## config.mk

```make
export PLATFORM = sky130hd
export DESIGN_NAME = acrm_cmd_fifo
export DESIGN_NICKNAME = d
export VERILOG_FILES = /design/src/rtl/core/acrm_pkg.sv /design/src/rtl/core/acrm_cmd_fifo.sv
export SDC_FILE = /design/constraint.sdc
export NUM_CORES = 1
export LEC_CHECK = 0
export ABC_AREA = 1
export BUFFER_PORTS_ARGS = -buffer_cell sky130_fd_sc_hd__buf_2
export CORE_AREA = 3 3 192 119
export DETAILED_ROUTE_END_ITERATION = 8
export DIE_AREA = 0 0 195 122
export PLACE_DENSITY_LB_ADDON = 0.08
export REMOVE_ABC_BUFFERS = 1
export SKIP_CTS_REPAIR_TIMING = 1
export SLEW_MARGIN = 20
export SYNTH_ARGS = -nofsm -noshare
export SYNTH_HDL_FRONTEND = slang
export SYNTH_SLANG_ARGS = --single-unit
```

## constraint.sdc

```tcl
create_clock -name clk -period 4.8 [get_ports clk]
set_clock_uncertainty 0.15 [all_clocks]
set_input_delay 0.24 -clock clk [delete_from_list [all_inputs] [get_ports clk]]
set_output_delay 0.24 -clock clk [all_outputs]
set_load 0.005 [all_outputs]
```

## src/rtl/core/acrm_pkg.sv

```systemverilog
`timescale 1ns / 1ps
// ---------------------------------------------------------------------------
// acrm_pkg: shared types and constants of the channel route mixer
// Holds the item, result and internal command types, the operation and
// command codes, and the default sizes of the gain table and mix store.
// ---------------------------------------------------------------------------
package acrm_pkg;

    // Default sizes, handed to the top level as parameter defaults.
    localparam int DEF_MAX_TRACKS    = 16;
    localparam int DEF_MAX_OUTPUTS   = 8;
    localparam int DEF_BLOCK_SAMPLES = 1024;

    // Operation codes of an input item.
    localparam logic [1:0] OP_LOAD = 2'd0;
    localparam logic [1:0] OP_MIX  = 2'd1;
    localparam logic [1:0] OP_READ = 2'd2;
    localparam logic [1:0] OP_NONE = 2'd3;

    // Command kinds passed from the front end to the back end.
    localparam logic [1:0] CMD_LOAD = 2'd0;
    localparam logic [1:0] CMD_MIX  = 2'd1;
    localparam logic [1:0] CMD_READ = 2'd2;

    // Reset value of the active output count.
    localparam logic [3:0] ACTIVE_RESET = 4'd2;

    // Command queue between front and back end.
    localparam int CMDQ_AW    = 1;
    localparam int CMDQ_DEPTH = 1 << CMDQ_AW;

    typedef struct packed {
        logic [1:0]         operation;
        logic [3:0]         track_number;
        logic [2:0]         source_channel;
        logic [3:0]         track_width;
        logic signed [3:0]  assigned_output;
        logic [9:0]         sample_index;
        logic signed [23:0] sample_value;
        logic signed [15:0] gain_value;
        logic [2:0]         read_output;
    } acrm_item_t;

    typedef struct packed {
        logic signed [23:0] mixed_sample;
        logic               clipped;
    } acrm_result_t;

    // One classified command. A mix visits count buses starting at bus;
    // the gain column is either col or the bus itself.
    typedef struct packed {
        logic [1:0]         kind;
        logic [3:0]         track;
        logic [3:0]         col;
        logic               col_follows_bus;
        logic [3:0]         bus;
        logic [3:0]         count;
        logic [9:0]         pos;
        logic signed [23:0] sample;
        logic signed [15:0] gain;
    } acrm_cmd_t;

endpackage

```

## src/rtl/core/acrm_cmd_fifo.sv

```systemverilog
`timescale 1ns / 1ps
// ---------------------------------------------------------------------------
// acrm_cmd_fifo: command queue between front and back end
// A small register queue that lets intake and execution stall on their own.
// ---------------------------------------------------------------------------
module acrm_cmd_fifo (
    input  logic                clk,
    input  logic                rst_n,
    input  logic                wr_en,
    input  acrm_pkg::acrm_cmd_t wr_data,
    output logic                full,
    input  logic                rd_en,
    output acrm_pkg::acrm_cmd_t rd_data,
    output logic                empty
);
    import acrm_pkg::*;

    acrm_cmd_t            entry_reg [CMDQ_DEPTH];
    logic [CMDQ_AW-1:0]   wr_ptr_reg;
    logic [CMDQ_AW-1:0]   wr_ptr_next;
    logic [CMDQ_AW-1:0]   rd_ptr_reg;
    logic [CMDQ_AW-1:0]   rd_ptr_next;
    logic [CMDQ_AW:0]     count_reg;
    logic [CMDQ_AW:0]     count_next;
    logic                 do_wr;
    logic                 do_rd;

    assign full    = count_reg == (CMDQ_AW + 1)'(CMDQ_DEPTH);
    assign empty   = count_reg == '0;
    assign do_wr   = wr_en && !full;
    assign do_rd   = rd_en && !empty;
    assign rd_data = entry_reg[rd_ptr_reg];

    // Pointer and fill count update.
    always_comb
    begin
        wr_ptr_next = do_wr ? wr_ptr_reg + 1'b1 : wr_ptr_reg;
        rd_ptr_next = do_rd ? rd_ptr_reg + 1'b1 : rd_ptr_reg;
        count_next  = count_reg;
        if (do_wr && !do_rd)
        begin
            count_next = count_reg + 1'b1;
        end
        else if (do_rd && !do_wr)
        begin
            count_next = count_reg - 1'b1;
        end
    end

    always_ff @(posedge clk or negedge rst_n)
    begin
        if (!rst_n)
        begin
            wr_ptr_reg <= '0;
            rd_ptr_reg <= '0;
            count_reg  <= '0;
        end
        else
        begin
            wr_ptr_reg <= wr_ptr_next;
            rd_ptr_reg <= rd_ptr_next;
            count_reg  <= count_next;
        end
    end

    // Entry storage.
    always_ff @(posedge clk)
    begin
        if (do_wr)
        begin
            entry_reg[wr_ptr_reg] <= wr_data;
        end
    end

endmodule

```

==> results of run 1 <==
metrics by stage:
stage          hold slack, ns  cell area [um^2]  power, mW  setup slack [ns]
3_3_place_gp         -0.09064              6267      3.021             2.390
4_1_cts               -0.5497              6784      4.206             2.037
3_5_place_dp         -0.09350              6267      3.024             2.371
6_report              0.01845              7495      4.148             2.142
2_1_floorplan         -0.2056              5157      2.400            0.6793
5_1_grt               0.01920              7495      4.441             1.892
layout make-up:
cell class	count	area [um^2]	share of cell area, %
Timing Repair Buffer	217	1461	19.50
Sequential cell	142	4245	56.64
Clock inverter	2	12.51	0.1669
Tap cell	279	349.1	4.658
Multi-Input combinational cell	227	888.4	11.85
Clock buffer	30	504.2	6.728
Inverter	8	33.78	0.4508
report_power, final:
| group | internal, mW | switching [mW] | total [mW] |
|---|---|---|---|
| clock network | 0.702 | 0.457 | 1.16 |
| registers | 1.69 | 0.112 | 1.80 |
| logic | 0.438 | 0.746 | 1.18 |
logic make-up (layout without fill, tap and decap cells):
| logic type | after synthesis | count (layout) | share of synthesized area, % |
|---|---|---|---|
| buf+inv | 23 | 257 | 2.499 |
| fa+ha+maj | 1 | 1 | 0.2380 |
| compound gates | 2 | 2 | 0.1902 |
| flops | 142 | 142 | 80.74 |
| simple gates | 223 | 223 | 16.16 |
| xor+xnor | 1 | 1 | 0.1667 |
routing by layer:
metal  track usage (%)  routed length (um)  up-vias
met1             13.51                6055     1582
met3             4.809                 749       13
met4             4.005                 167        0
met5                 0                   0        -
li1                  -                   -     1759
met2             15.64                5682       92
final timing paths:
kind | slack [ns] | depth (start not counted) | to | startpoint
worst max-delay path | 2.14 | 4 | rd_data[20] | rd_ptr_reg
worst max register to register | 2.41 | 4 | entry_reg[1][45] | count_reg[1]
min in group clk | 0.07 | 5 | wr_ptr_reg | wr_en
worst min register to register | 0.33 | 2 | wr_ptr_reg | wr_ptr_reg
worst min-delay path | 0.02 | 2 | rd_ptr_reg | rst_n
max in group asynchronous | 4.34 | 2 | rd_ptr_reg | rst_n
layout by cell type, fill, tap and decap left out:
master | Yosys | layout
edfxtp_1 | 138 | 138
ha_1 | 1 | 1
o21ai_1 | 1 | 1
xnor2_1 | 1 | 1
buf_4 | 7 | 2
buf_12 | 0 | 1
clkbuf_1 | 0 | 10
nand3b_1 | 1 | 1
dlygate4sd3_1 | 0 | 71
nand3_1 | 1 | 1
inv_4 | 1 | 1
nand2_1 | 216 | 216
nor2_4 | 0 | 1
dfrtp_1 | 4 | 3
o21ai_0 | 1 | 1
clkbuf_16 | 0 | 17
nand4_1 | 1 | 1
buf_2 | 7 | 143
clkinv_2 | 0 | 2
nor2_1 | 2 | 1
clkbuf_8 | 0 | 3
dfrtp_2 | 0 | 1
inv_1 | 7 | 6
nor2_2 | 2 | 2
clkinvlp_4 | 0 | 1
worst reg2reg max path, cell delays in order (launching register included):
cell and delay [ns]:
dfrtp_1 0.41, inv_1 0.12, o21ai_0 0.19, nor2_4 0.83, buf_12 0.34
==> flow_summary.json, run 1 <==
{
  "status": "complete, no violations",
  "hpwl_um": 7671,
  "clk_latency_ns": 0.41,
  "hold_violations": 0,
  "cp.required_ns": 4.41,
  "fin_tns_setup_ns": 0,
  "ys.flop_type": "edfxtp_1",
  "antenna_found_initial": 0,
  "cts_tree": "done",
  "worst-path-max-fanout": 70,
  "portBuffers": 143,
  "finalCriticalPeriod_ns": 2.658,
  "clock_sinks": 142,
  "grt_start_max_net_pins": 71,
  "drt_iter0_markers": 144,
  "crit_slowest_cell": "inv_4",
  "cpPeakStageDelay_ns": 0.71,
  "cts_made_buffers": 17,
  "rsz0062_at_grt": "no",
  "fin_cells": 905,
  "pin_count": 144,
  "largest_register_ff_count": 138,
  "crit_family": "buffers and inverters",
  "crit_type": "reg -> out",
  "ys_types": 17,
  "design.die.area_um2": 23790,
  "htreeDepth": 4,
  "clkTransAtPathRegs_ns": 0.06,
  "setup_violations": 0,
  "crit_path_frequent_cell": "nand2_1",
  "fmax_mhz": 376.2,
  "yosysTopAreaCell": "edfxtp_1",
  "worst-path-buf-inv": 2,
  "ys_async_sr_fraction_pct": 2.817,
  "synth_edf_count": 138,
  "grt_first_pass_wirelength_um": 18290,
  "gr-total-overflow": 0,
  "crit_path_start_kind": "register",
  "cts.path.max_buffers": 2,
  "synth_cells": 392,
  "tightest_slew_ns": 1.031,
  "dp_cells": 802,
  "core_area_um2": 21030,
  "wirelength_um": 12660,
  "clockRootBuffer": "clkbuf_16",
  "crit_chain": "inv_4 -> nand2_1 -> nand2_1 -> buf_2",
  "min_path_type": "in -> async",
  "initial_core_util_pct": 24.99,
  "synth_common_cells": "216 x nand2_1, 138 x edfxtp_1, 7 x buf_2, 7 x buf_4, 7 x inv_1",
  "die_h_um": 122,
  "end_kind": "output port",
  "syn_area_um2": 5256,
  "antennaDiodeCount": 0,
  "maxCapViolCount": 0,
  "synth_warnings": 0,
  "synthDominantCellAreaShare_pct": 78.84,
  "vias": 3446,
  "place.gp.congestion": 0.6707,
  "cp.arrival_ns": 2.27,
  "fp.dieW_um": 195,
  "nFillCells": 2082,
  "synth.most_common_cell": "nand2_1",
  "synth_seq_cells": 142,
  "drv_slew": 0,
  "ir_drop_mv": 0.2073,
  "drive_above_1_share_pct": 27.80,
  "drc": 0,
  "num_rows": 41,
  "wl_per_cell_um": 13.98,
  "p_per_area_nw_per_um2": 553.4,
  "post-route-util_pct": 35.63,
  "area_growth_pct": 42.59,
  "ys_seq_area_share_pct": 80.74,
  "synth_area_per_cell_um2": 13.41,
  "grt_pass1_vias": 3149,
  "ant_nets": 0,
  "grt_usage_pct": 10.53,
  "vias_per_cell": 3.808,
  "finalNetCount": 687,
  "slew_headroom_pct": 31.14,
  "synth_area_leaders": "edfxtp_1 79%, nand2_1 15%, dfrtp_1 1.9%, buf_4 1.0%, buf_2 0.67%",
  "fin_crit_sh_pct": 55.38,
  "leakage_nw": 3.168,
  "firstDrtPassIters": 4
}
(Power assumes the default switching activity.)
==> inputs of run 2 (changes only) <==
clock period = 2.4 ns   (was 4.8 ns; I/O delays follow)
==> flow_summary.json, run 2 (synthesis gave the netlist of run 1 again) <==
{
  "htreeDepth": 4,
  "antennaDiodeCount": 0,
  "design.die.area_um2": 23790,
  "drive_above_1_share_pct": 28.84,
  "cts.path.max_buffers": 2,
  "worst-path-max-fanout": 25,
  "crit_type": "reg -> out",
  "wirelength_um": 12550,
  "final_common_cell": "nand2_1",
  "drt-met1-wl_um": 6027,
  "cts_tree": "done",
  "fin_crit_sh_pct": 82.41,
  "portBuffers": 143,
  "drt_iter0_markers": 99,
  "clock_sinks": 142,
  "clockRootBuffer": "clkbuf_16",
  "fmax_mhz": 505.6,
  "vias": 3520,
  "vias_per_cell": 3.868,
  "finalCriticalPeriod_ns": 1.978,
  "tightest_slew_ns": 0.4235,
  "ir_drop_mv": 0.5260,
  "die_h_um": 122,
  "grt_first_pass_wirelength_um": 18300,
  "initial_core_util_pct": 24.99,
  "finalNetCount": 692,
  "maxCapViolCount": 0,
  "clkTransAtPathRegs_ns": 0.06,
  "pin_count": 144,
  "cp.required_ns": 2.13,
  "grt_start_max_net_pins": 71,
  "status": "complete, no violations",
  "cts_made_buffers": 17,
  "drv_slew": 0,
  "reg2reg_depth": 3,
  "p_per_area_nw_per_um2": 1154,
  "leakage_nw": 3.260,
  "wl_per_cell_um": 13.79,
  "route.met3.wl_um": 751,
  "end_kind": "output port",
  "rsz0062_at_grt": "no",
  "min_path_type": "in -> reg",
  "antenna_found_initial": 0,
  "crit_path_start_kind": "register",
  "setup_violations": 0,
  "area_growth_pct": 46.18,
  "whs_path_depth": 2,
  "largest_register_ff_count": 138,
  "firstDrtPassIters": 4,
  "core_area_um2": 21030,
  "grt_usage_pct": 10.38,
  "fp.dieW_um": 195,
  "place.gp.congestion": 0.6785,
  "layout_common_cells": "216 x nand2_1, 143 x buf_2, 138 x edfxtp_1, 73 x dlygate4sd3_1, 17 x clkbuf_16",
  "fin_tns_setup_ns": 0,
  "gr-total-overflow": 0,
  "dr_wl_met2_um": 5619,
  "drc": 0,
  "hold_violations": 0,
  "cp.arrival_ns": 1.71,
  "grt_pass1_vias": 3223,
  "timing.hold.ws_ns": 0.2753,
  "ant_nets": 0,
  "clk_latency_ns": 0.41,
  "highest_layer": "met4",
  "hpwl_um": 7639,
  "num_rows": 41,
  "slew_headroom_pct": 71.76
}
-- run 2: cell count changes in the layout (fill, tap and decap cells not counted) --
cell and change:
clkinv_1 +4, buf_12 +3, clkinv_2 +2, inv_6 +1
bufinv_16 +5, dlygate4sd3_1 +2, clkbuf_1 -9, clkbuf_8 -3
-- run 2: metrics by stage --
step / area [um^2] / total power, mW / setup WS [ns] / utilization, % / std cells
6_report: 7684 / 8.867 / 0.4220 / 36.53 / 910
5_1_grt: 7684 / 9.472 / 0.2513 / 36.53 / 910
4_1_cts: 6953 / 8.989 / 0.3470 / 33.06 / 837
3_5_place_dp: 6327 / 6.141 / 0.6628 / 30.08 / 805
3_3_place_gp: 6327 / 6.125 / 0.6825 / 30.08 / 805
2_1_floorplan: 5157 / 4.799 / -1.721 / - / 377
-- run 2: routing by layer --
| metal | global-route usage [%] | up-vias |
|---|---|---|
| met4 | 3.738 | 0 |
| met2 | 15.25 | 95 |
| met3 | 4.671 | 13 |
| met1 | 13.61 | 1642 |
| li1 | - | 1770 |
| met5 | 0 | - |
-- run 2: layout make-up --
| class | count | area, um^2 |
|---|---|---|
| Sequential cell | 142 | 4245 |
| Inverter | 8 | 33.78 |
| Multi-Input combinational cell | 227 | 888.4 |
| Tap cell | 279 | 349.1 |
| Timing Repair Buffer | 222 | 1541 |
| Fill cell | 2067 | 13350 |
| Clock inverter | 14 | 196.4 |
| Clock buffer | 18 | 429.2 |
-- run 2: worst max-delay path, stage by stage, from the launching register on --
cell and delay [ns]:
dfrtp_2 0.43, inv_4 0.26, buf_4 0.31, nand2_1 0.07, nand2_1 0.10, buf_2 0.12
-- run 2: report_power, final --
part	internal [mW]	leakage [nW]	total, mW	switching, mW
sequential	3.38	1.33	3.52	0.137
combinational	0.960	1.63	2.55	1.59
clock	1.83	0.304	2.80	0.974
-- run 2: path summary, 6_finish.rpt --
path	start	to	slack [ns]
min in group asynchronous	rst_n	wr_ptr_reg	0.50
worst max-delay path	rd_ptr_reg	rd_data[16]	0.42
worst min register to register	wr_ptr_reg	wr_ptr_reg	0.34
max in group asynchronous	rst_n	rd_ptr_reg	1.40
worst max register to register	count_reg[0]	entry_reg[1][49]	0.68
worst min-delay path	wr_data[46]	entry_reg[0][46]	0.28
