<file path="src/rtl/core/acrm_pkg.sv">
`timescale 1ns / 1ps
// ---------------------------------------------------------------------------
// acrm_pkg: shared types and constants of the channel route mixer
// Holds the item, result and internal command types, the operation and
// command codes, and the default sizes of the gain table and mix store.
// ---------------------------------------------------------------------------
package acrm_pkg;

    // Default sizes, handed to the top level as parameter defaults.
    localparam int DEF_MAX_TRACKS    = 16;
    localparam int DEF_MAX_OUTPUTS   = 8;
    localparam int DEF_BLOCK_SAMPLES = 1024;

    // Operation codes of an input item.
    localparam logic [1:0] OP_LOAD = 2'd0;
    localparam logic [1:0] OP_MIX  = 2'd1;
    localparam logic [1:0] OP_READ = 2'd2;
    localparam logic [1:0] OP_NONE = 2'd3;

    // Command kinds passed from the front end to the back end.
    localparam logic [1:0] CMD_LOAD = 2'd0;
    localparam logic [1:0] CMD_MIX  = 2'd1;
    localparam logic [1:0] CMD_READ = 2'd2;

    // Reset value of the active output count.
    localparam logic [3:0] ACTIVE_RESET = 4'd2;

    // Command queue between front and back end.
    localparam int CMDQ_AW    = 1;
    localparam int CMDQ_DEPTH = 1 << CMDQ_AW;

    typedef struct packed {
        logic [1:0]         operation;
        logic [3:0]         track_number;
        logic [2:0]         source_channel;
        logic [3:0]         track_width;
        logic signed [3:0]  assigned_output;
        logic [9:0]         sample_index;
        logic signed [23:0] sample_value;
        logic signed [15:0] gain_value;
        logic [2:0]         read_output;
    } acrm_item_t;

    typedef struct packed {
        logic signed [23:0] mixed_sample;
        logic               clipped;
    } acrm_result_t;

    // One classified command. A mix visits count buses starting at bus;
    // the gain column is either col or the bus itself.
    typedef struct packed {
        logic [1:0]         kind;
        logic [3:0]         track;
        logic [3:0]         col;
        logic               col_follows_bus;
        logic [3:0]         bus;
        logic [3:0]         count;
        logic [9:0]         pos;
        logic signed [23:0] sample;
        logic signed [15:0] gain;
    } acrm_cmd_t;

endpackage

</file>
<file path="src/rtl/core/acrm_front.sv">
`timescale 1ns / 1ps
// ---------------------------------------------------------------------------
// acrm_front: item intake and routing classifier
// Holds the active output count, accepts items, checks their ranges and
// turns each one into a command with its bus range and gain column.
// ---------------------------------------------------------------------------
module acrm_front #(
    parameter int MAX_TRACKS    = acrm_pkg::DEF_MAX_TRACKS,
    parameter int MAX_OUTPUTS   = acrm_pkg::DEF_MAX_OUTPUTS,
    parameter int BLOCK_SAMPLES = acrm_pkg::DEF_BLOCK_SAMPLES
) (
    input  logic                clk,
    input  logic                rst_n,
    input  logic                cfg_valid,
    output logic                cfg_ready,
    input  logic [3:0]          cfg_data,
    input  logic                push,
    output logic                full,
    input  acrm_pkg::acrm_item_t item,
    input  logic                q_full,
    input  logic                clearing,
    output logic                cmd_push,
    output acrm_pkg::acrm_cmd_t cmd
);
    import acrm_pkg::*;

    logic [3:0] active_reg;
    logic [3:0] active_next;
    logic [3:0] act;
    logic       track_ok;
    logic       pos_ok;
    logic       ch_ok;
    logic       mix_ok;
    logic       asg_neg;
    logic [3:0] asg_u;
    logic [3:0] ch4;
    logic [3:0] mc_bus;
    logic       keep;

    // The configuration register may be written at any time.
    assign cfg_ready = 1'b1;

    always_comb
    begin
        active_next = active_reg;
        if (cfg_valid && cfg_ready)
        begin
            active_next = cfg_data;
        end
    end

    always_ff @(posedge clk or negedge rst_n)
    begin
        if (!rst_n)
        begin
            active_reg <= ACTIVE_RESET;
        end
        else
        begin
            active_reg <= active_next;
        end
    end

    // Intake stalls while the stores are cleared or the queue is full.
    assign full = clearing || q_full;

    // Range checks shared by the operations.
    always_comb
    begin
        act = active_reg;
        if (32'(active_reg) > MAX_OUTPUTS)
        begin
            act = 4'(MAX_OUTPUTS);
        end
        track_ok = 32'(item.track_number) < MAX_TRACKS;
        pos_ok   = 32'(item.sample_index) < BLOCK_SAMPLES;
        ch_ok    = 32'(item.source_channel) < MAX_OUTPUTS;
        ch4      = {1'b0, item.source_channel};
        asg_u    = $unsigned(item.assigned_output);
        asg_neg  = item.assigned_output[3];
        mix_ok   = track_ok && pos_ok && (item.track_width != 4'd0)
                   && (ch4 < item.track_width);
        mc_bus   = asg_neg ? ch4 : (asg_u + ch4);
    end

    // Classification into one command per kept item.
    always_comb
    begin
        cmd                 = '0;
        cmd.track           = item.track_number;
        cmd.pos             = item.sample_index;
        cmd.sample          = item.sample_value;
        cmd.gain            = item.gain_value;
        keep                = 1'b0;
        case (item.operation)
            OP_LOAD:
            begin
                cmd.kind = CMD_LOAD;
                cmd.col  = ch4;
                keep     = track_ok && ch_ok;
            end
            OP_MIX:
            begin
                cmd.kind = CMD_MIX;
                if (item.track_width > 4'd1)
                begin
                    // Multichannel: one bus, gain column is the channel.
                    cmd.bus   = mc_bus;
                    cmd.col   = ch4;
                    cmd.count = 4'd1;
                    keep      = mix_ok && (mc_bus < act) && ch_ok;
                end
                else if (!asg_neg)
                begin
                    // Assigned mono: one bus, gain column zero.
                    cmd.bus   = asg_u;
                    cmd.count = 4'd1;
                    keep      = mix_ok && (asg_u < act);
                end
                else
                begin
                    // Legacy mono: every active bus, column follows bus.
                    cmd.count           = act;
                    cmd.col_follows_bus = 1'b1;
                    keep                = mix_ok && (act != 4'd0);
                end
            end
            OP_READ:
            begin
                cmd.kind = CMD_READ;
                cmd.bus  = {1'b0, item.read_output};
                // A count of zero asks for a zero result without access.
                cmd.count = (32'(item.read_output) < MAX_OUTPUTS && pos_ok)
                            ? 4'd1 : 4'd0;
                keep     = 1'b1;
            end
            default:
            begin
                keep = 1'b0;
            end
        endcase
    end

    assign cmd_push = push && !full && keep;

endmodule

</file>
<file path="config.mk">
export PLATFORM = sky130hd
export DESIGN_NAME = acrm_front
export DESIGN_NICKNAME = d
export VERILOG_FILES = /design/src/rtl/core/acrm_pkg.sv /design/src/rtl/core/acrm_front.sv
export SDC_FILE = /design/constraint.sdc
export NUM_CORES = 1
export LEC_CHECK = 0
export ABC_AREA = 1
export BUFFER_PORTS_ARGS = -buffer_cell sky130_fd_sc_hd__buf_4
export CAP_MARGIN = 30
export CORE_ASPECT_RATIO = 0.8
export CORE_MARGIN = 2
export CORE_UTILIZATION = 33
export DETAILED_ROUTE_END_ITERATION = 12
export PLACE_DENSITY = 0.77
export SETUP_SLACK_MARGIN = 0.05
export SYNTH_ARGS = -nofsm -noshare
export SYNTH_HDL_FRONTEND = slang
export SYNTH_SLANG_ARGS = --single-unit
</file>
<file path="constraint.sdc">
create_clock -name clk -period 2.45 [get_ports clk]
set_input_delay 0.3675 -clock clk [delete_from_list [all_inputs] [get_ports clk]]
set_output_delay 0.3675 -clock clk [all_outputs]
set_load 0.03 [all_outputs]
</file>
==> results.json, run 1 <==
{
  "fin_crit_ps": 2543,
  "clk_latency_ps": 210,
  "synth_cell_types": 28,
  "setup_ws_ps": -92.89,
  "p_leak_nw": 0.7514,
  "rsz0062_at_grt": "yes",
  "clk_path_buf_depth": 2,
  "antenna_found_initial": 0,
  "synth_edf_count": 0,
  "crit_family": "adder cells",
  "setup-violations-final": 2,
  "numCtsBuffers": 3,
  "gp_congestion": 0.9096,
  "status": "finished, violations left",
  "initial_utilization": 0.3524,
  "synth_area_um2": 1240,
  "n_fill_cell": 370,
  "cp.arrival_ps": 2180,
  "cellPowerDensity_nw_per_um2": 348.4,
  "drt_iter0_markers": 24,
  "async_flop_share": 1.000,
  "finalNetCount": 282,
  "synthCells": 182,
  "antennaDiodeCount": 0,
  "hold_viol_final": 0,
  "cp_data_required_time_ps": 2080,
  "synth-seq-area-share": 0.08174,
  "fp-row-count": 19,
  "cp-end-kind": "output port",
  "grt_max_degree": 10,
  "num_io_pins": 152,
  "viasPerCell": 4.628,
  "wl_um": 2799,
  "clk_pin_slew_ps": 30,
  "max_freq_mhz": 393.3,
  "synth_fp_nets": 279,
  "cp-start-kind": "primary input",
  "synth-main-ff-cell": "dfrtp_1",
  "cts_tree": "built",
  "drv_cap": 0,
  "grt_usage": 0.1268,
  "areaGrowthSynthToFinish_pct": 11.30,
  "crit_top_cell": "nand2_1",
  "pre_cts_ws_ps": -214.0,
  "cp_max_fo": 2,
  "die-area_um2": 4267,
  "die_h_um": 58.83,
  "period_share": 1.038,
  "place_hpwl_um": 2317,
  "avgSynthCellArea_um2": 6.813,
  "place_inst": 215,
  "skew_ps": 0,
  "vias": 1046,
  "worstSetupPathType": "primary input to output port",
  "htree_levels": 1,
  "largest_register_ffs": 4,
  "slowest_stage": "fa_2",
  "rrSetupSlack_ps": 1640,
  "drive_above_1_share": 0.3750,
  "fin_cells": 226,
  "cts_root_buf": "clkbuf_8",
  "grt-ovfl-total": 0,
  "die_width_um": 72.53,
  "grt_pass1_vias": 1023,
  "ys_ff_latch": 4,
  "first_pass_iters": 4,
  "max_stage_delay_ps": 330,
  "cp_cell_sequence": "buf_8 > ha_4 > fa_2 > xnor2_1 > nand2_1 > o21ai_2 > inv_1 > ha_1 > nand2_1 > inv_1 > nand2_1 > nand2_1 > nand2_1 > nand3_2 > a21oi_4 > buf_6",
  "core_um2": 3518,
  "port_buffers": 41,
  "min_path_type": "primary input to flip-flop",
  "grt_pass1_wl_um": 4381,
  "finalHoldWorstSlack_ps": 362.0,
  "timing.final.max_slew_violations": 0,
  "cts.sinks": 4,
  "peakVddDrop_uv": 290.5,
  "drc": 0,
  "violations": "negative setup slack",
  "yosysWarnings": 0,
  "path_buf_inv": 4,
  "wl_per_cell_um": 12.38,
  "ant_nets": 0
}
==> repair_timing <==
action | 4_1_cts | 5_1_grt
setup buffers | 6 | 0
endpoints found under the setup margin | 1 | 2
hold endpoints to repair | 3 | 0
hold buffers | 1 | 0
pin swaps | 7 | 1
gates resized for setup | 7 | 1
==> where the power goes <==
part	total, W	internal, W	switching, W
Sequential	0.0000806	0.0000741	0.00000650
Clock	0.000145	0.000111	0.0000342
Combinational	0.000255	0.000120	0.000135
==> cell usage in the layout (no fill, tap or decap), types with 2 or more instances in the layout <==
cell type | Yosys | final
nand2_1 | 31 | 31
conb_1 | 2 | 2
o21ai_2 | 1 | 2
buf_4 | 56 | 49
buf_6 | 0 | 2
nor2_1 | 11 | 11
clkbuf_8 | 0 | 3
dfrtp_1 | 3 | 3
o21ai_0 | 4 | 3
nor3_1 | 3 | 3
mux2_2 | 2 | 2
ha_1 | 16 | 15
buf_8 | 0 | 2
inv_1 | 23 | 23
a21oi_1 | 6 | 6
nand3_1 | 9 | 8
==> final cells by class <==
class | count | area [µm²] | area share
multi-input combinational | 99 | 664.4 | 0.4814
clock buffer | 4 | 45.04 | 0.03264
timing repair buffer | 54 | 430.4 | 0.3119
sequential | 4 | 101.3 | 0.07344
tap | 42 | 52.55 | 0.03808
inverter | 23 | 86.33 | 0.06256
==> cell usage after synthesis, drive strengths merged, types with 2 or more instances <==
library cell	number	share of area
ha	16	0.16
nand3	9	0.036
o21ai	6	0.027
dfrtp	3	0.061
inv	23	0.070
a21oi	7	0.031
nor3	4	0.025
conb	2	0.0061
buf	56	0.34
mux2	2	0.018
nor2	11	0.033
nand2	32	0.099
==> kinds of logic (layout without fill, tap and decap cells) <==
family | after synthesis | in the layout | synth area share
multiplexers | 2 | 2 | 0.01816
AO/OA/AOI/OAI | 18 | 18 | 0.09184
adder cells (fa/ha/maj) | 17 | 17 | 0.1776
other | 2 | 2 | 0.006057
AND/OR/NAND/NOR | 59 | 59 | 0.2089
XOR/XNOR | 1 | 1 | 0.007065
flip-flops | 4 | 4 | 0.08174
buffers and inverters | 79 | 81 | 0.4087
==> routing by layer <==
layer | up-vias | track usage | share of wire
met5 | - | 0 | 0
met4 | 0 | 0.04497 | 0.0082
met3 | 4 | 0.05651 | 0.12
met2 | 75 | 0.2039 | 0.45
met1 | 438 | 0.1507 | 0.41
li1 | 529 | - | -
==> worst min-delay path, stage by stage <==
cell	delay (ps)
buf_4	70
nand2_1	40
o21ai_0	60
==> path summary, 6_finish.rpt <==
kind,depth (start not counted),start,to
min,3,cfg_data[3],active_reg[3]
max reg2reg,1,active_reg[0],active_reg[0]
max,16,item[61],cmd_push
max in group asynchronous,2,rst_n,active_reg[1]
min in group asynchronous,2,rst_n,active_reg[3]
min reg2reg,2,active_reg[2],active_reg[2]
==> through the flow <==
| step | power [W] | util | instance area, µm² | setup TNS, ps |
|---|---|---|---|---|
| 6_report | 0.0004809 | 0.3922 | 1380 | -158.0 |
| 5_1_grt | 0.0005183 | 0.3922 | 1380 | -316.3 |
| 4_1_cts | 0.0004863 | 0.3912 | 1376 | -179.3 |
| 3_5_place_dp | 0.0003141 | 0.3560 | 1252 | -214.0 |
| 3_3_place_gp | 0.0003099 | 0.3560 | 1252 | -172.1 |
| 2_1_floorplan | 0.0003854 | - | 1267 | 0 |
No activity file was read; power rests on OpenSTA's default activity.
==> run 2: changes to the inputs <==
Settings changed: ABC_AREA 1 to unset, PLACE_DENSITY 0.77 to 0.78.
==> run 2 against run 1 <==
Effect of this change:
- the run still ends with negative setup slack left
- clock skew unchanged
- register-to-register slack improved by 20 ps
- core utilization decreased by 0.91 points
- setup slack got worse by 81 ps
- clock-buffer cell count unchanged
- highest routed layer unchanged
- cell count decreased by 16%
- via count decreased by 12%
- routed wire length decreased by 11%
- synthesized cell count decreased by 16%
- combinational power decreased by 4%
- total power decreased by 1.9%
- largest power group unchanged
==> results.json, run 2 <==
{
  "p_leak_nw": 0.6476,
  "layout_commonest_cell": "buf_4",
  "numCtsBuffers": 3,
  "synth-main-ff-cell": "dfrtp_1",
  "antennaDiodeCount": 0,
  "synth_cell_types": 44,
  "timing.final.max_slew_violations": 0,
  "design_area_um2": 1339,
  "grt_pass1_wl_um": 4036,
  "max_freq_mhz": 381.1,
  "synth-seq-area-share": 0.08257,
  "place_inst": 185,
  "reg2reg_depth": 1,
  "grt_max_degree": 17,
  "violations": "negative setup slack",
  "synthCells": 152,
  "drv_cap": 0,
  "clk_latency_ps": 210,
  "setup-violations-final": 1,
  "grt-ovfl-total": 0,
  "largest_register_ffs": 4,
  "drc": 0,
  "cts_root_buf": "clkbuf_8",
  "clk_pin_slew_ps": 40,
  "finalNetCount": 246,
  "htree_levels": 1,
  "cp-start-kind": "primary input",
  "final_cell_mix": "45 x buf_4, 14 x ha_1, 9 x nand2_1",
  "die_h_um": 58.55,
  "min_path_type": "primary input to flip-flop",
  "yosys.area.top_type_share": 0.3425,
  "core_um2": 3495,
  "synth_edf_count": 0,
  "synth_fp_nets": 249,
  "die-area_um2": 4226,
  "vias": 916,
  "fp-row-count": 19,
  "synthTopCellsByArea": "buf_4 34%, ha_1 16%, dfrtp_1 6.1%",
  "ant_nets": 0,
  "fin_cells": 190,
  "gp_congestion": 0.8231,
  "viasPerCell": 4.821,
  "period_share": 1.071,
  "finalHoldWorstSlack_ps": 364.3,
  "yosys.area.top_type": "buf_4",
  "clk_path_buf_depth": 2,
  "die_width_um": 72.19,
  "place_hpwl_um": 2115,
  "grt_pass1_vias": 937,
  "cellPowerDensity_nw_per_um2": 352.4,
  "yosysWarnings": 0,
  "peakVddDrop_uv": 168.1,
  "initial_utilization": 0.3512,
  "fin_crit_ps": 2624,
  "async_flop_share": 1.000,
  "pre_cts_ws_ps": -233.7,
  "areaGrowthSynthToFinish_pct": 9.072,
  "hold_depth": 3,
  "worstSetupPathType": "primary input to output port",
  "wl_per_cell_um": 13.15,
  "grt_usage": 0.1174,
  "cp_max_fo": 2,
  "skew_ps": 0,
  "wl_um": 2499,
  "synth_area_um2": 1227,
  "ys_ff_latch": 4,
  "num_io_pins": 152,
  "synth_common_cells": "56 x buf_4, 16 x ha_1, 9 x nand2_1",
  "synth_most_common_cell": "buf_4",
  "first_pass_iters": 4,
  "drt_iter0_markers": 49,
  "fin_util": 0.3831,
  "avgSynthCellArea_um2": 8.075,
  "status": "finished, violations left",
  "placed_cell_area_um2": 1257,
  "cts.sinks": 4,
  "cp.arrival_ps": 2260,
  "rsz0062_at_grt": "yes",
  "port_buffers": 41,
  "cp_data_required_time_ps": 2080,
  "setup_ws_ps": -174.3,
  "cts_tree": "built",
  "antenna_found_initial": 0,
  "hold_viol_final": 0,
  "cp-end-kind": "output port",
  "drive_above_1_share": 0.4392
}
-- run 2: changes by cell type in the layout (fill, tap and decap cells not counted), sizes merged, moves of 4 or more --
cell   before  now
o21ai       6    2
inv        23    7
nor2       11    3
o21a        0    4
nand3       9    2
buf        53   48
and2        0    4
nand2      32    9
-- run 2: cells by family after synthesis --
kind of cell | synth area share
xor gates and xnor gates | 0.007137
other | 0.006118
and+or+nand+nor | 0.1703
AOI/OAI and AO/OA | 0.1335
adders and majority gates | 0.1794
DFF | 0.08257
muxes | 0.05402
buffers and inverters | 0.3670
-- run 2: layer usage --
metal | global-route usage | share of wire | routed length [µm]
met5 | 0 | 0 | 0
met3 | 0.04452 | 0.094 | 235
met1 | 0.1519 | 0.46 | 1141
met2 | 0.1887 | 0.45 | 1117
met4 | 0.02156 | 0.0020 | 5
-- run 2: path summary, 6_finish.rpt --
check,from,end,slack [ps]
worst max-delay path,item[53],cmd_push,-170
worst min-delay path,cfg_data[3],active_reg[3],360
worst max register to register,active_reg[0],active_reg[0],1660
worst min register to register,active_reg[2],active_reg[2],580
max in group asynchronous,rst_n,active_reg[1],1760
min in group asynchronous,rst_n,active_reg[3],490
-- run 2: timing repair --
item / 4_1_cts / 5_1_grt
resized for setup: 3 / 3
gates cloned: 0 / 0
endpoints found under the setup margin: 1 / 1
hold buffers: 1 / 0
buffers inserted: 0 / 0
endpoints found under the hold margin: 3 / 0
pin swaps: 1 / 0
-- run 2: area by class of cell --
| class | instances | area [µm²] |
|---|---|---|
| Clock buffer | 4 | 45.04 |
| Fill cell | 367 | 2156 |
| Inverter | 7 | 26.28 |
| Multi-Input combinational cell | 84 | 728.2 |
| Sequential cell | 4 | 101.3 |
| Tap cell | 42 | 52.55 |
| Timing Repair Buffer | 49 | 385.4 |
-- run 2: through the flow --
| step | setup TNS, ps | power [W] |
|---|---|---|
| floorplan | -28.09 | 0.0003833 |
| detailed placement | -233.7 | 0.0003156 |
| global route | -206.1 | 0.0005071 |
| finish | -174.3 | 0.0004717 |
| global placement | -197.6 | 0.0003103 |
| CTS | -201.1 | 0.0004688 |
-- run 2: critical path, stage by stage --
cell and delay, ps:
buf_8 100, ha_4 150, fa_1 430, mux2_4 300, ha_4 210, o21a_1 170
o311ai_2 70, a21oi_2 110, a211oi_4 180, buf_6 160
-- run 2: report_power, final --
part | switching (W) | internal (W)
Clock | 0.0000343 | 0.000111
Combinational | 0.000124 | 0.000121
Sequential | 0.00000611 | 0.0000744
Total | 0.000165 | 0.000307
==> run 3: changes to the inputs <==
Settings changed: CTS_CLUSTER_DIAMETER set to 40, REMOVE_ABC_BUFFERS set to 1.
==> run 3 against run 2 <==
Effect of this change:
- the flow still finishes with violations (negative setup slack)
- non-clock buffer count grew 1
- combinational power decreased by 5%
- maximum frequency is 2.7% lower
- sequential share of layout area increased by 0.11 points
- routed wire length is 140% higher
- core utilization decreased by 0.57 points
- clock power hardly changed
- critical endpoint unchanged
- highest routed layer unchanged
- clock-buffer cell count is the same
- sequential power increased by 2%
==> results.json, run 3 (synthesized netlist as in run 2, its figures left out) <==
{
  "die-area_um2": 4226,
  "rrSetupSlack_ps": 1640,
  "rsz0062_at_grt": "yes",
  "cp_max_fo": 5,
  "p_leak_nw": 0.6515,
  "grt_usage": 0.2775,
  "gp_congestion": 0.9688,
  "fp-row-count": 19,
  "fin_crit_ps": 2697,
  "numCtsBuffers": 3,
  "die_h_um": 58.55,
  "clk_pin_slew_ps": 30,
  "finalSetupTns_ps": -246.7,
  "cellPowerDensity_nw_per_um2": 351.6,
  "setup-violations-final": 1,
  "cp-start-kind": "primary input",
  "swShare": 0.3538,
  "drt_iter0_markers": 97,
  "hold_depth": 3,
  "switchingPower_w": 0.0001640,
  "wl_per_cell_um": 31.72,
  "cts.sinks": 4,
  "clk_latency_ps": 220,
  "cp_cell_sequence": "buf_8 > ha_4 > fa_1 > mux2_4 > ha_4 > o21a_1 > o311ai_1 > a21oi_1 > a211oi_1 > buf_4",
  "layout_commonest_cell": "buf_4",
  "drv_cap": 0,
  "antennaDiodeCount": 0,
  "port_buffers": 41,
  "cp_num_cells": 10,
  "max_freq_mhz": 370.8,
  "path_buf_inv": 2,
  "place_hpwl_um": 5432,
  "cts_tree": "built",
  "viasPerCell": 5.487,
  "cp-end-kind": "output port",
  "grt_max_degree": 13,
  "largest_register_ffs": 4,
  "finalNetCount": 247,
  "clockPowerShare": 0.320,
  "vias": 1048,
  "grt-ovfl-total": 0,
  "peakVddDrop_uv": 219.9,
  "ant_nets": 0,
  "num_io_pins": 152,
  "status": "finished, violations left",
  "cp_data_required_time_ps": 2080,
  "slowest_stage": "fa_1",
  "first_pass_iters": 4,
  "core_um2": 3495,
  "crit_top_cell": "ha_4",
  "hold_viol_final": 0,
  "htree_levels": 1,
  "wl_um": 6058,
  "grt_pass1_wl_um": 7645,
  "antenna_found_initial": 0,
  "setup_ws_ps": -246.7,
  "p_seq_frac": 0.178,
  "timing.final.max_slew_violations": 0,
  "pwr-share-comb": 0.503,
  "power.internal_w": 0.0002996,
  "drc": 0,
  "clk_path_buf_depth": 2,
  "final_cell_mix": "47 x buf_4, 14 x ha_1, 9 x nand2_1",
  "die_width_um": 72.19,
  "pre_cts_ws_ps": -420.8,
  "areaGrowthSynthToFinish_pct": 7.441,
  "min_path_type": "primary input to flip-flop",
  "max_stage_delay_ps": 430,
  "cp.arrival_ps": 2330,
  "grt_pass1_vias": 932,
  "reg2reg_depth": 2,
  "drive_above_1_share": 0.4228,
  "worstSetupPathType": "primary input to output port",
  "period_share": 1.101,
  "crit_family": "adder cells",
  "initial_utilization": 0.3512,
  "violations": "negative setup slack",
  "cts_root_buf": "clkbuf_8",
  "skew_ps": 0
}
[run 3: timing repair]
action / CTS / global route
hold buffers: 1 / 0
pin swaps: 7 / 5
setup buffers: 0 / 1
setup endpoints to repair: 1 / 1
endpoints found under the hold margin: 3 / 0
gates resized for setup: 8 / 0
[run 3: power groups by stage]
stage / registers (W) / clock network [W] / logic [W]
3_5_place_dp: 0.0000830 / 0 / 0.000216
4_1_cts: 0.0000824 / 0.000152 / 0.000230
2_1_floorplan: 0.0000800 / 0 / 0.000123
5_1_grt: 0.0000839 / 0.000157 / 0.000255
3_3_place_gp: 0.0000826 / 0 / 0.000212
6_report: 0.0000824 / 0.000148 / 0.000233
[run 3: routing by layer]
| metal | up-vias | global-route usage | routed length, µm | part of all wire |
|---|---|---|---|---|
| met4 | 0 | 0.07008 | 134 | 0.022 |
| met1 | 464 | 0.2778 | 1962 | 0.32 |
| met3 | 12 | 0.3305 | 1662 | 0.27 |
| li1 | 458 | - | - | - |
| met5 | - | 0.04938 | 0 | 0 |
| met2 | 114 | 0.3617 | 2298 | 0.38 |
[run 3: worst register-to-register path: stages (launching register included)]
cell and delay [ps]:
dfrtp_1 430, inv_1 150, o21ai_0 100
[run 3: final timing paths]
| path | to | start |
|---|---|---|
| max | cmd_push | item[61] |
| min | active_reg[3] | cfg_data[3] |
| max reg2reg | active_reg[3] | active_reg[3] |
| min reg2reg | active_reg[2] | active_reg[2] |
| max in group asynchronous | active_reg[1] | rst_n |
| min in group asynchronous | active_reg[3] | rst_n |
[run 3: stage by stage]
step / total power [W] / area, µm² / hold WS [ps] / util / cells
after floorplan: 0.0002032 / 803.3 / 71.91 / - / 95
after global placement: 0.0002946 / 1216 / 164.5 / 0.3480 / 185
after detailed placement: 0.0002989 / 1216 / 165.7 / 0.3480 / 185
after CTS: 0.0004645 / 1311 / 365.3 / 0.3752 / 190
after global routing: 0.0004957 / 1319 / 384.9 / 0.3774 / 191
final: 0.0004636 / 1319 / 364.9 / 0.3774 / 191
[run 3: layout make-up]
cell class                 count  area [µm²]
clock buffer                   4       45.04
sequential                     4       101.3
timing repair buffer          50       389.1
fill                         367        2176
tap                           42       52.55
multi-input combinational     84       704.4
inverter                       7       26.28
